**config.mk**
```make
export PLATFORM = sky130hd
export DESIGN_NAME = ncm_rsq_cell
export DESIGN_NICKNAME = d
export VERILOG_FILES = /design/src/rtl/ncm_pkg.sv /design/src/rtl/ncm_rsq_cell.sv
export SDC_FILE = /design/constraint.sdc
export NUM_CORES = 1
export LEC_CHECK = 0
export BUFFER_PORTS_ARGS = -buffer_cell sky130_fd_sc_hd__buf_2
export CELL_PAD_IN_SITES_DETAIL_PLACEMENT = 1
export CELL_PAD_IN_SITES_GLOBAL_PLACEMENT = 2
export CORE_MARGIN = 8
export CORE_UTILIZATION = 35
export DETAILED_ROUTE_END_ITERATION = 6
export GPL_TIMING_DRIVEN = 0
export PLACE_DENSITY = 0.91
export REMOVE_ABC_BUFFERS = 1
export SLEW_MARGIN = 10
export SYNTH_ARGS = -nofsm -noshare
export SYNTH_HDL_FRONTEND = slang
export SYNTH_SLANG_ARGS = --single-unit
export TNS_END_PERCENT = 100
```
**constraint.sdc**
```tcl
create_clock -name clk -period 12.8 [get_ports clk]
set_input_delay 0.64 -clock clk [delete_from_list [all_inputs] [get_ports clk]]
set_output_delay 0.64 -clock clk [all_outputs]
set_load 0.1 [all_outputs]
```
**src/rtl/ncm_pkg.sv**
```systemverilog
`timescale 1ns / 1ps
`default_nettype none
// ----------------------------------------------------------------------------
// ncm_pkg
// Types and constants shared by the normalization cube map texel pipeline.
// ----------------------------------------------------------------------------
package ncm_pkg;

  localparam logic [2:0] FACE_POS_X = 3'd0;
  localparam logic [2:0] FACE_NEG_X = 3'd1;
  localparam logic [2:0] FACE_POS_Y = 3'd2;
  localparam logic [2:0] FACE_NEG_Y = 3'd3;
  localparam logic [2:0] FACE_POS_Z = 3'd4;
  localparam logic [2:0] FACE_NEG_Z = 3'd5;

  localparam logic [10:0] SIZE_RESET = 11'd32;
  localparam logic [15:0] AXIS_ONE   = 16'h8000;
  localparam int          DIV_CELLS  = 15;
  localparam int          RSQ_CELLS  = 17;

  typedef struct packed {
    logic [11:0] rem;
    logic [14:0] q;
    logic        neg;
  } div_lane_t;

  typedef struct packed {
    logic        valid;
    logic [10:0] size;
    logic [2:0]  face;
    logic        bad;
    div_lane_t   sc;
    div_lane_t   tc;
  } div_stage_t;

  typedef struct packed {
    logic             valid;
    logic             bad;
    logic [2:0][15:0] mag;
    logic [2:0]       neg;
    logic [31:0]      m;
    logic [62:0]      p;
    logic [49:0]      rm;
    logic [16:0]      r;
  } rsq_stage_t;

endpackage
`default_nettype wire

```
**src/rtl/ncm_rsq_cell.sv**
```systemverilog
`timescale 1ns / 1ps
`default_nettype none
// ----------------------------------------------------------------------------
// ncm_rsq_cell
// Decides one bit of the reciprocal square root by an incremental square.
// ----------------------------------------------------------------------------
module ncm_rsq_cell
  import ncm_pkg::*;
#(
  parameter int BIT = 16
) (
  input  logic       clk,
  input  logic       rst_n,
  input  rsq_stage_t din,
  output rsq_stage_t dout
);

  localparam logic [66:0] LIMIT = 67'd1 << 62;

  rsq_stage_t  dout_r;
  rsq_stage_t  dout_nxt;
  logic [66:0] cand;

  always_comb begin
    cand = {4'b0, din.p} + ({17'b0, din.rm} << (BIT + 1)) + ({35'b0, din.m} << (2 * BIT));
    dout_nxt = din;
    if (cand <= LIMIT) begin
      dout_nxt.p  = cand[62:0];
      dout_nxt.rm = din.rm + ({18'b0, din.m} << BIT);
      dout_nxt.r  = din.r | (17'd1 << BIT);
    end
  end

  always_ff @(posedge clk) begin
    if (!rst_n) begin
      dout_r.valid <= 1'b0;
    end else begin
      dout_r <= dout_nxt;
    end
  end

  assign dout = dout_r;

endmodule
`default_nettype wire

```
* Word-level counts from Yosys, hierarchy flattened *
Cells that the tools add are included.
Widths: inputs -> output; s select.

storage, ports and cells
  register bits after elaboration = 215
  word-level logic and storage cells = 16

cells by class
  $add $sub $neg = 3
  $lt $le $gt $ge = 1
  multiplexer cells = 1

operator list
  operator              count
  $mux 130              1
  $add 63x67->67        1
  $add 67x64->67        1
  $le 67x63->1 const B  1
  $add 50x48->50        1

* Depth between registers and ports, before layout *
  depth in word-level cells = 4
  mapped depth = 17

* Worst setup path before layout *
Ideal clock, no wire load.

  path kind = in2reg
  start = input port din[34] (netlist name)
  end = register dout_r (netlist bit dout[104]) (data pin)
  path slack = 8171 ps
  cell stages on the path = 16
  arrival time = 4367 ps
  data required time = 12538 ps
  path through = fa_1 > ha_1 > a21oi_1 > o21ai_1 > nor2_1 > a21oi_1 > or4_1 > nor4_1 > or4b_1 > nor4_1 > and4_1 > buf_2 > or2_4 > buf_8 > buf_6 > mux2_1

RTL lines
  element               line                RTL
  start, declared       ncm_rsq_cell.sv:14  input rsq_stage_t din,
  end signal, assigned  ncm_rsq_cell.sv:38  dout_r <= dout_nxt;
  end, declared         ncm_rsq_cell.sv:20  rsq_stage_t dout_r;

==> impl_metrics.toml <==
[power_and_ir_drop]
p_switching_mw = 1.15
clkPwrFrac_pct = 27.1
switching_share_pct = 42.6
p_seq_share_pct = 31.7
ir_worst_vdd_mv = 0.0951
p_leak_nw = 7.00
power_frac_comb_pct = 41.1
internal_power_mw = 1.56
power.density_nw_per_um2 = 163

[final_layout]
seq_area_sq_um = 6450
area_growth_pct = 26.7
nNetsFinal = 1882
final_util_pct = 44.5
final_cells = 2033
drive_above_1_share_pct = 31.0
largest_reg_flops = 215
multi_input_area_sq_um = 6400
nFillCells = 4180

[yosys]
synthTopCellsByArea = "edfxtp_1 (49%), ha_1 (9.1%), fa_1 (5.0%)"
synth_enable_flop_cells = 214
synth_warnings = 0
yosys-top-cells-count = "edfxtp_1 (214), ha_1 (95), a21oi_1 (92)"
avgSynthCellArea_sq_um = 11.8
yosys.area.top_type_share_pct = 49.0
synth_ff_type = "edfxtp_1"
synth_area_sq_um = 13100
synth_cells = 1109
synth_seq_area_share_pct = 49.2
yosysTopAreaCell = "edfxtp_1"
synth.distinct_cells = 73
ys_async_sr_fraction_pct = 0
postSynthRegisterBits = 215
yosysMostFrequentCell = "edfxtp_1"

[run]
cap_violations = 0

[route]
num_vias = 10900
drt_iter0_drc = 523
wl_per_cell_microns = 22.9
drt-total-wl_microns = 46600
detail-route-antenna-nets = 0
firstDrtPassIters = 4
remaining_drc_errors = 0
vias_per_cell = 5.36

[clock_network]
postCtsSetupRepairBufs = 0
cts.sinks = 215
clkTransAtPathRegs_ps = 60
cts_max_level = 1
cts_hold_buf = 0
clockBufferDepth = 3
cts_tree = "done"
root_buffer = "clkbuf_16"
cts_buffers = 24
postCtsResizedCells = 0

[global_route]
grt_pass1_wl_microns = 69900
grt_usage_pct = 20.2
grt_max_degree = 111
grt_pass1_vias = 11600
antenna_found_initial = 6
grt.overflow.total = 0

[timing]
max_freq_mhz = 154
tns_ps = 0
finalSetupViolations = 0
timing.final.ws_setup_ps = 6300
fin_crit_ps = 6500
hold_slack_ps = 275
hold_viol_final = 0
rsz0062_at_grt = "false"
fin_crit_sh_pct = 50.8
max_slew_margin_pct = 18.4
max_slew.worst_pin.slew_ps = 1220
slew_viol_final = 0

[place]
place_congestion = 0.865
hpwl_microns = 37800
dp_slack_ps = 5690
port_buffers = 431
dp_cells = 1985

[setup_path]
path_cells = "buf_2, ha_1, ha_1, fa_1, a211oi_2, o211ai_1, a31oi_1, o31ai_2, a221oi_2, or4_1, o31ai_1, nor4_1, and2_1, or2_4, mux2_1"
worstPathMaxFanout = 62
endpoint_kind = "register"
path_common_cell = "ha_1"
start_kind = "primary input"
required_ps = 13080
cpMaxStageDelayCell = "and2_1"
crit_type = "primary input to register"
cp.arrival_ps = 6780
slowest_delay_ps = 1040

[floorplanning]
core_area_sq_um = 37300
die-area_sq_um = 43900
die_x_microns = 210
ioPinCount = 432
initial_core_util_pct = 35.1
rows = 71
die_y_microns = 210

[min_path]
min_path_cells = 1
worstHoldPathType = "primary input to register"
hold_end = "dout[204]$_DFFE_PP_"
hold_start = "din[204]"

[outcome]
status = "finished, final reports clean"
cell usage in the layout (no fill, tap or decap), drive strengths merged, types with 12 or more instances in the layout:
| cell type | netlist | layout |
|---|---|---|
| buf | 19 | 434 |
| o21bai | 12 | 12 |
| xnor2 | 36 | 36 |
| nor3 | 29 | 29 |
| fa | 33 | 33 |
| o21ai | 59 | 59 |
| xor2 | 28 | 28 |
| o21a | 16 | 16 |
| nor4 | 13 | 13 |
| nand2 | 87 | 87 |
| nand3 | 17 | 17 |
| a211oi | 16 | 16 |
| mux2 | 49 | 49 |
| nor2 | 68 | 68 |
| ha | 95 | 95 |
| o22ai | 12 | 12 |
| edfxtp | 214 | 214 |
| a21oi | 93 | 93 |
| a21o | 30 | 30 |
| clkbuf | 13 | 27 |
| nand4 | 17 | 17 |
| inv | 21 | 21 |
cell families (layout without fill, tap and decap cells):
| group | Yosys count | after routing | synth area share, % |
|---|---|---|---|
| compound gates | 315 | 315 | 15.6 |
| xor+xnor | 64 | 64 | 4.28 |
| fa+ha+maj | 128 | 128 | 14.1 |
| buf+inv | 53 | 498 | 2.01 |
| flops | 215 | 215 | 49.2 |
| mux | 52 | 52 | 4.44 |
| other cells | 0 | 5 | 0 |
| simple gates | 282 | 282 | 10.4 |
critical path: cells and delay by family:
| family | cells | cell delay, ps |
|---|---|---|
| AND/OR/NAND/NOR | 4 | 2750 |
| AO/OA/AOI/OAI | 6 | 1850 |
| buffers and inverters | 1 | 110 |
| adder cells (fa/ha/maj) | 3 | 970 |
| multiplexers | 1 | 390 |
how the worst max path moves through the flow:
stage,start,to,depth (start not counted)
after global routing,din[18],dout[112]$_DFFE_PP_,15
after CTS,din[18],dout[63]$_DFFE_PP_,15
final,din[18],dout[121]$_DFFE_PP_,15
after global placement,din[34],dout[103]$_DFFE_PP_,14
after detailed placement,din[18],dout[63]$_DFFE_PP_,15
after floorplan,din[34],dout[112]$_DFFE_PP_,13
power by group through the flow:
stage	logic (mW)	clock network (mW)	registers [mW]
after floorplan	0.383	0	1.32
after global placement	1.10	0	0.876
after detailed placement	1.11	0	0.875
after CTS	1.12	0.754	0.861
after global routing	1.18	0.779	0.866
final	1.12	0.735	0.861
stage by stage:
stage / power [mW] / area (sq um)
after CTS: 2.73 / 16600
after floorplan: 1.70 / 12900
after detailed placement: 1.99 / 15800
final: 2.71 / 16600
after global routing: 2.83 / 16600
after global placement: 1.97 / 15700
layer usage:
metal,vias up,global-route usage (%),part of all wire [%]
li1,5156,-,-
met2,300,36.1,50
met3,51,4.24,5.7
met1,5383,24.7,42
met5,-,0,0.021
met4,2,4.91,1.9
final cells by class:
type	instances	share of cell area [%]
Timing Repair Buffer	434	13.5
Clock inverter	16	1.18
Inverter	21	0.474
Clock buffer	27	3.81
Antenna cell	5	0.0753
Multi-Input combinational cell	841	38.5
Sequential cell	215	38.8
Tap cell	474	3.57
Power figures use the tool's default switching activity.
