<file path="src/rtl/ncm_pkg.sv">
`timescale 1ns / 1ps
`default_nettype none
// ----------------------------------------------------------------------------
// ncm_pkg
// Types and constants shared by the normalization cube map texel pipeline.
// ----------------------------------------------------------------------------
package ncm_pkg;

  localparam logic [2:0] FACE_POS_X = 3'd0;
  localparam logic [2:0] FACE_NEG_X = 3'd1;
  localparam logic [2:0] FACE_POS_Y = 3'd2;
  localparam logic [2:0] FACE_NEG_Y = 3'd3;
  localparam logic [2:0] FACE_POS_Z = 3'd4;
  localparam logic [2:0] FACE_NEG_Z = 3'd5;

  localparam logic [10:0] SIZE_RESET = 11'd32;
  localparam logic [15:0] AXIS_ONE   = 16'h8000;
  localparam int          DIV_CELLS  = 15;
  localparam int          RSQ_CELLS  = 17;

  typedef struct packed {
    logic [11:0] rem;
    logic [14:0] q;
    logic        neg;
  } div_lane_t;

  typedef struct packed {
    logic        valid;
    logic [10:0] size;
    logic [2:0]  face;
    logic        bad;
    div_lane_t   sc;
    div_lane_t   tc;
  } div_stage_t;

  typedef struct packed {
    logic             valid;
    logic             bad;
    logic [2:0][15:0] mag;
    logic [2:0]       neg;
    logic [31:0]      m;
    logic [62:0]      p;
    logic [49:0]      rm;
    logic [16:0]      r;
  } rsq_stage_t;

endpackage
`default_nettype wire

</file>
<file path="src/rtl/ncm_div_cell.sv">
`timescale 1ns / 1ps
`default_nettype none
// ----------------------------------------------------------------------------
// ncm_div_cell
// One restoring division step for both texel center coordinates.
// ----------------------------------------------------------------------------
module ncm_div_cell
  import ncm_pkg::*;
(
  input  logic       clk,
  input  logic       rst_n,
  input  div_stage_t din,
  output div_stage_t dout
);

  div_stage_t dout_r;
  div_stage_t dout_nxt;

  function automatic div_lane_t lane_step(input div_lane_t l, input logic [10:0] size);
    logic [11:0] rem2;
    div_lane_t   o;
    rem2 = {l.rem[10:0], 1'b0};
    o    = l;
    if (rem2 >= {1'b0, size}) begin
      o.rem = rem2 - {1'b0, size};
      o.q   = {l.q[13:0], 1'b1};
    end else begin
      o.rem = rem2;
      o.q   = {l.q[13:0], 1'b0};
    end
    return o;
  endfunction

  always_comb begin
    dout_nxt    = din;
    dout_nxt.sc = lane_step(din.sc, din.size);
    dout_nxt.tc = lane_step(din.tc, din.size);
  end

  always_ff @(posedge clk) begin
    if (!rst_n) begin
      dout_r.valid <= 1'b0;
    end else begin
      dout_r <= dout_nxt;
    end
  end

  assign dout = dout_r;

endmodule
`default_nettype wire

</file>
<file path="config.mk">
export PLATFORM = sky130hd
export DESIGN_NAME = ncm_div_cell
export DESIGN_NICKNAME = d
export VERILOG_FILES = /design/src/rtl/ncm_pkg.sv /design/src/rtl/ncm_div_cell.sv
export SDC_FILE = /design/constraint.sdc
export NUM_CORES = 1
export LEC_CHECK = 0
export BUFFER_PORTS_ARGS = -buffer_cell sky130_fd_sc_hd__buf_2
export CORE_AREA = 2 2 115 117
export CTS_CLUSTER_DIAMETER = 50
export DETAILED_ROUTE_END_ITERATION = 16
export DIE_AREA = 0 0 117 119
export SLEW_MARGIN = 15
export SYNTH_ARGS = -nofsm -noshare
export SYNTH_HDL_FRONTEND = slang
export SYNTH_SLANG_ARGS = --single-unit
</file>
<file path="constraint.sdc">
create_clock -name clk -period 6.75 [get_ports clk]
set_input_delay 1.35 -clock clk [delete_from_list [all_inputs] [get_ports clk]]
set_output_delay 1.35 -clock clk [all_outputs]
set_load 0.05 [all_outputs]
</file>
### After elaboration in Yosys (flattened, before gate mapping)

Index checks and enable logic that the tools add are counted.
W data, S select, Z words.

* register bits after elaboration: 72
* input port bits: 74
* output and inout port bits: 72
* word-level logic and storage cells: 18

* add/sub/neg operators: 2
* magnitude comparators: 2
* multiplexer cells: 2

Operators by type and width (count)
* $mux W27: 2
* $ge A12 B11 Y1: 2
* $sub A12 B11 Y12: 2

### Depth between registers and ports, before layout

Gate-level depths: netlist (run 1).

* word-level depth: 2
* gate-level depth with buffers: 10

### Worst setup path after synthesis (run 1)

Ideal clock, no wire load.

* path type: input -> register
* from: input port din[60] in the netlist's numbering
* to: register dout_r, in the netlist dout[19] (data pin)
* setup time: 0.260 ns
* arrival: 3.007 ns
* path slack: 3.483 ns
* cell stages on the path: 9
* path through: inv_1 -> fa_1 -> o211ai_1 -> a21oi_1 -> o2111ai_2 -> and2_4 -> buf_8 -> inv_8 -> mux2_4

RTL lines
* from (decl): RTL line ncm_div_cell.sv:12 `input div_stage_t din,`
* to (signal assigned): RTL line ncm_div_cell.sv:44 `dout_r <= dout_nxt;`
* to (decl): RTL line ncm_div_cell.sv:16 `div_stage_t dout_r;`

==> impl_metrics.yaml, run 1 <==
synth:
  synthSimpleGateAreaFrac_pct: 7.55
  synth_compound_area_share_pct: 14.7
  yosys.area_share.xor_xnor_pct: 3.03
  ys.flop_type: "edfxtp_1"
  yosysSeqAreaShare_pct: 57.2
  synth_edf_count: 71
  syn_nets: 383
  ys_async_sr_fraction_pct: 0
  syn_inst: 285
  synth.distinct_cells: 58
  syn_area_um2: 3760
  synthAdderAreaFrac_pct: 8.38
  synthMuxAreaShare_pct: 5.46
  syn_avg_cell_area_um2: 13.2
  ys_seq_elements: 72
  synth_top_family_by_area: "compound AO/OA/AOI/OAI gates"
  ys.warnings.count: 0
flow_run:
  maxCapViolations: 0
routing:
  drc: 0
  num_vias: 2790
  antenna_left: 0
  viasPerCell: 4.57
  drt_iter0_markers: 161
  routedWlPerCell_um: 15.1
  wl_mm: 9.20
  firstDrtPassIters: 4
layout:
  nNetsFinal: 527
  largest_register_ffs: 72
  fillerInstances: 1271
  multiInputGateArea_um2: 1470
  area_growth_pct: 31.5
  drive_gt1_share_pct: 41.9
  antenna_cells: 0
  stdcell_count: 610
  regArea_um2: 2150
setup_path:
  critPathMaxFanout: 18
  cp_cell_sequence: "buf_2 -> inv_1 -> fa_1 -> o211ai_1 -> a211oi_2 -> a211oi_4 -> inv_2 -> mux2_4"
  setup.worst_path.class: "input pin to flop"
  cp-start-kind: "input pin"
  arrival_ns: 3.67
  critical-path-top-delay-family: "compound AO/OA/AOI/OAI gates"
  cpPeakStageDelay_ns: 0.65
  cp_slowest_cell: "a211oi_4"
  cp.required_ns: 6.83
  path_buf_inv: 3
  endpoint_kind: "flop"
  critPathLaunch: "din[60]"
placed_design:
  place_worst_setup_slack_ns: 2.79
  place.gp.congestion: 0.825
  dpl.hpwl_mm: 7.02
  port_buffers: 141
  dp_cells: 594
worst_hold_path:
  holdCritStartpoint: "din[58]"
  hold_class: "input pin to flop"
clocking:
  clkSinkCount: 72
  clk_pin_slew_worst_paths_ns: 0.06
  post_cts_buffers: 0
  ctsRootBufferMaster: "clkbuf_16"
  postCtsHoldBufs: 0
  cts_tree: "built"
  cts_max_path_buffers: 2
  cts-resized-gates: 0
  cts_buffers: 9
  h-tree-depth: 3
sta:
  tightest_slew_ns: 0.943
  whs_ns: 1.19
  maxSlewViolCount: 0
  fin_tns_setup_ns: 0
  rsz0062_at_grt: "false"
  timing_hold_violations_final: 0
  setup_viol_count_final: 0
  layout_setup_ws_ns: 3.16
  period_share_pct: 53.2
  fin_crit_ns: 3.59
  slew_headroom_pct: 37.1
  timing.fmax_ghz: 0.278
floorplan:
  rows: 42
  io_pins: 146
  core_area_um2: 12900
  dieArea_um2: 13900
  initial_core_util_pct: 29.2
  die_y_um: 119
  die_w_um: 117
status:
  outcome: "complete, no violations"
power:
  power_per_cell_area_nw_per_um2: 294
  max-vdd-ir-drop_mv: 0.114
  finalPower_w: 0.00145
  leakage_nw: 2.13
grt:
  grt_max_degree: 73
  grt_pass1_vias: 2728
  grt_pass1_wl_mm: 14.0
  antenna_found_initial: 0
  grt-ovfl-total: 0
  grt_usage_pct: 13.3
-- metrics by stage --
stage          utilization [%]  instance area, µm²
6_report                  38.4                4950
5_1_grt                   38.4                4950
4_1_cts                   38.4                4950
3_5_place_dp              35.9                4630
3_3_place_gp              35.9                4630
2_1_floorplan                -                3760
-- cell usage after synthesis, drive strengths merged, types with 4 or more instances --
library cell,count,area [µm²]
a21oi,19,114
a211oi,4,52.6
mux2,14,195
edfxtp,71,2130
nor2,12,45.0
ha,22,275
and2,5,33.8
nand2,15,56.3
nand3,5,25.0
and3,5,31.3
xnor2,9,78.8
o21ai,20,104
a21o,7,52.6
buf,7,56.3
inv,18,75.1
xor2,4,35.0
-- cells in the final DEF (no fill, tap or decap), types with 3 or more instances in the layout --
cell | netlist | layout
a21o_1 | 7 | 7
a21oi_1 | 16 | 16
and2_1 | 4 | 4
and3_1 | 5 | 5
buf_2 | 3 | 140
clkbuf_16 | 0 | 9
clkbuf_8 | 0 | 3
edfxtp_1 | 71 | 71
ha_1 | 22 | 22
inv_1 | 16 | 16
mux2_2 | 3 | 3
mux2_4 | 10 | 10
nand2_1 | 15 | 15
nand2b_1 | 3 | 3
nand3_1 | 5 | 5
nand4_1 | 3 | 3
nor2_1 | 12 | 12
nor2b_1 | 3 | 3
nor3_1 | 3 | 3
o211ai_1 | 3 | 3
o21a_1 | 3 | 3
o21ai_0 | 17 | 17
o21bai_1 | 3 | 3
xnor2_1 | 9 | 9
xor2_1 | 4 | 4
-- cell families after synthesis --
logic type	Yosys count
AO/OA/AOI/OAI	78
XOR/XNOR	13
adder cells (fa/ha/maj)	24
buffers and inverters	26
flip-flops	72
multiplexers	15
AND/OR/NAND/NOR	57
-- path summary, 6_finish.rpt --
path | end | slack, ns | depth (start not counted)
worst max-delay path | dout[50] | 3.16 | 8
worst min-delay path | dout[58] | 1.19 | 1
-- power by group --
part           switching [W]  internal [W]
registers         0.00000927      0.000548
clock network       0.000181      0.000316
logic               0.000280      0.000119
total               0.000471      0.000983
-- area by class of cell --
type,instances,share of cell area (%)
sequential,72,43.5
multi-input combinational,187,29.8
timing repair buffer,141,14.3
clock buffer,12,5.39
tap,176,4.45
inverter,18,1.52
clock inverter,4,1.04
-- metal layers --
layer / track usage, % / wire, µm / vias to the layer above
met2: 21.4 / 4210 / 107
met4: 4.71 / 135 / 0
met1: 17.0 / 4120 / 1297
met3: 3.92 / 738 / 10
met5: 0 / 0 / -
li1: - / - / 1376
Note: power is estimated with default switching activity, not from simulation.
==> run 2: changes to the inputs <==
- ABC_AREA: default -> 1
- CORE_AREA: 2 2 115 117 -> 2 2 119 121
- DIE_AREA: 0 0 117 119 -> 0 0 121 123
- clock period: 6.75 -> 3 ns (I/O delays scaled with it)
==> run 2 against run 1 <==
Sequential share of layout area fell by 2.4 points. Global-route usage rose by 0.34 points. Die area up 6.9%. Clock power grew 120%. Critical endpoint is now dout[21]. Largest cell class unchanged.
==> impl_metrics.yaml, run 2 <==
placed_design:
  port_buffers: 141
  dpl.hpwl_mm: 8.08
  place_worst_setup_slack_ns: 0.310
  place.gp.congestion: 0.822
  dpl_cell_area_um2: 4930
floorplan:
  dieArea_um2: 14900
  rows: 43
  core_area_um2: 13600
  die_y_um: 123
  die_w_um: 121
  io_pins: 146
  initial_core_util_pct: 29.5
synth:
  synth.area.top_cells: "edfxtp_1 53%, nand2_1 14%, ha_1 6.9%"
  synth_edf_count: 71
  syn_nets: 527
  ys.warnings.count: 0
  ys.flop_type: "edfxtp_1"
  synth_largest_area_cell: "edfxtp_1"
  synth_common_cells: "146 x nand2_1, 71 x edfxtp_1, 66 x inv_1"
  synth.top_cell.area_share_pct: 53.2
  yosysSeqAreaShare_pct: 53.7
  syn_avg_cell_area_um2: 9.35
  syn_area_um2: 4010
  ys_async_sr_fraction_pct: 0
  syn_inst: 429
  synth.distinct_cells: 20
  ys_seq_elements: 72
  yosysMostFrequentCell: "nand2_1"
layout:
  area_growth_pct: 30.6
  final_common_cell: "nand2_1"
  design_area_um2: 5240
  antenna_cells: 0
  nNetsFinal: 677
  drive_gt1_share_pct: 31.5
  largest_register_ffs: 72
  mostFrequentLayoutCells: "146 x nand2_1, 141 x buf_2, 71 x edfxtp_1, 66 x inv_1, 48 x nand3_1"
  final_core_util_pct: 38.5
routing:
  routedWlPerCell_um: 13.3
  viasPerCell: 4.39
  firstDrtPassIters: 5
  drc: 0
  antenna_left: 0
  drt_iter0_markers: 103
  wl_mm: 10.2
  num_vias: 3351
grt:
  grt_usage_pct: 13.7
  grt_pass1_wl_mm: 15.3
  antenna_found_initial: 0
  use_met3_pct: 3.32
  grt_max_degree: 48
  grt_pass1_vias: 3108
  grt_util_met1_pct: 17.4
  use_met2_pct: 21.8
  gr-max-usage-layer: "met2"
  grt-ovfl-total: 0
sta:
  maxSlewViolCount: 0
  slew_headroom_pct: 57.4
  layout_setup_ws_ns: 0.686
  fin_tns_setup_ns: 0
  fin_crit_ns: 2.31
  tightest_slew_ns: 0.639
  timing.fmax_ghz: 0.432
  timing_hold_violations_final: 0
  setup_viol_count_final: 0
  rsz0062_at_grt: "false"
  period_share_pct: 77.1
setup_path:
  cp_cell_sequence: "buf_2 -> inv_1 -> fa_1 -> nand3_1 -> nand3_2 -> nand3_1 -> nand4_2 -> nand3_1 -> nand2_1"
  critPathLaunch: "din[60]"
  critPathMaxFanout: 12
  cp.required_ns: 3.09
  cpPeakStageDelay_ns: 0.51
  path_common_cell: "nand3_1"
  cp-start-kind: "input pin"
  endpoint_kind: "flop"
  setup.worst_path.class: "input pin to flop"
  arrival_ns: 2.40
  cp_slowest_cell: "fa_1"
clocking:
  cts_buffers: 9
  post_cts_buffers: 0
  cts_max_path_buffers: 2
  cts-resized-gates: 0
  ctsRootBufferMaster: "clkbuf_16"
  clk_pin_slew_worst_paths_ns: 0.06
  cts_tree: "built"
  clkSinkCount: 72
  postCtsHoldBufs: 0
  h-tree-depth: 3
power:
  leakage_nw: 2.61
  power_per_cell_area_nw_per_um2: 617
  max-vdd-ir-drop_mv: 0.205
status:
  outcome: "complete, no violations"
worst_hold_path:
  holdCritStartpoint: "din[33]"
  hold_class: "input pin to flop"
flow_run:
  maxCapViolations: 0
-- run 2: area by class of cell --
cell class	instances	area (µm²)
Clock buffer	10	239
Fill cell	1380	8380
Clock inverter	6	68.8
Multi-Input combinational cell	285	1560
Inverter	66	248
Timing Repair Buffer	145	748
Tap cell	180	225
Sequential cell	72	2150
-- run 2: cell families after synthesis --
| logic type | share of synthesized area [%] |
|---|---|
| and+or+nand+nor | 27.9 |
| buffers and inverters | 7.55 |
| DFF | 53.7 |
| adders and majority gates | 7.86 |
| AOI/OAI and AO/OA | 1.68 |
| xor gates and xnor gates | 1.31 |
-- run 2: power breakdown --
group | leakage, nW | total, W | switching, W | internal, W
clock | 0.149 | 0.00110 | 0.000426 | 0.000669
combinational | 1.76 | 0.000887 | 0.000659 | 0.000228
sequential | 0.703 | 0.00125 | 0.0000228 | 0.00123
-- run 2: worst max-delay path: cells and delay by family --
family | cells | cell delay, ns
and+or+nand+nor | 6 | 1.04
adders and majority gates | 1 | 0.51
buffers and inverters | 2 | 0.25
-- run 2: metrics by stage --
stage,hold WS (ns),total power (W),instances
after floorplan,0.693,0.00193,429
after global placement,0.777,0.00215,748
after detailed placement,0.779,0.00216,748
after CTS,0.419,0.00328,764
after global routing,0.423,0.00339,764
final,0.437,0.00323,764
-- run 2: per-layer routing --
| layer | vias to the layer above | share of wire [%] |
|---|---|---|
| met3 | 13 | 7.9 |
| li1 | 1708 | - |
| met4 | 0 | 2.0 |
| met2 | 128 | 44 |
| met1 | 1502 | 46 |
| met5 | - | 0 |
-- run 2: worst paths after layout --
| path | slack (ns) | cells past startpoint | to |
|---|---|---|---|
| setup / recovery | 0.69 | 9 | dout[21] |
| hold / removal | 0.44 | 1 | dout[34] |
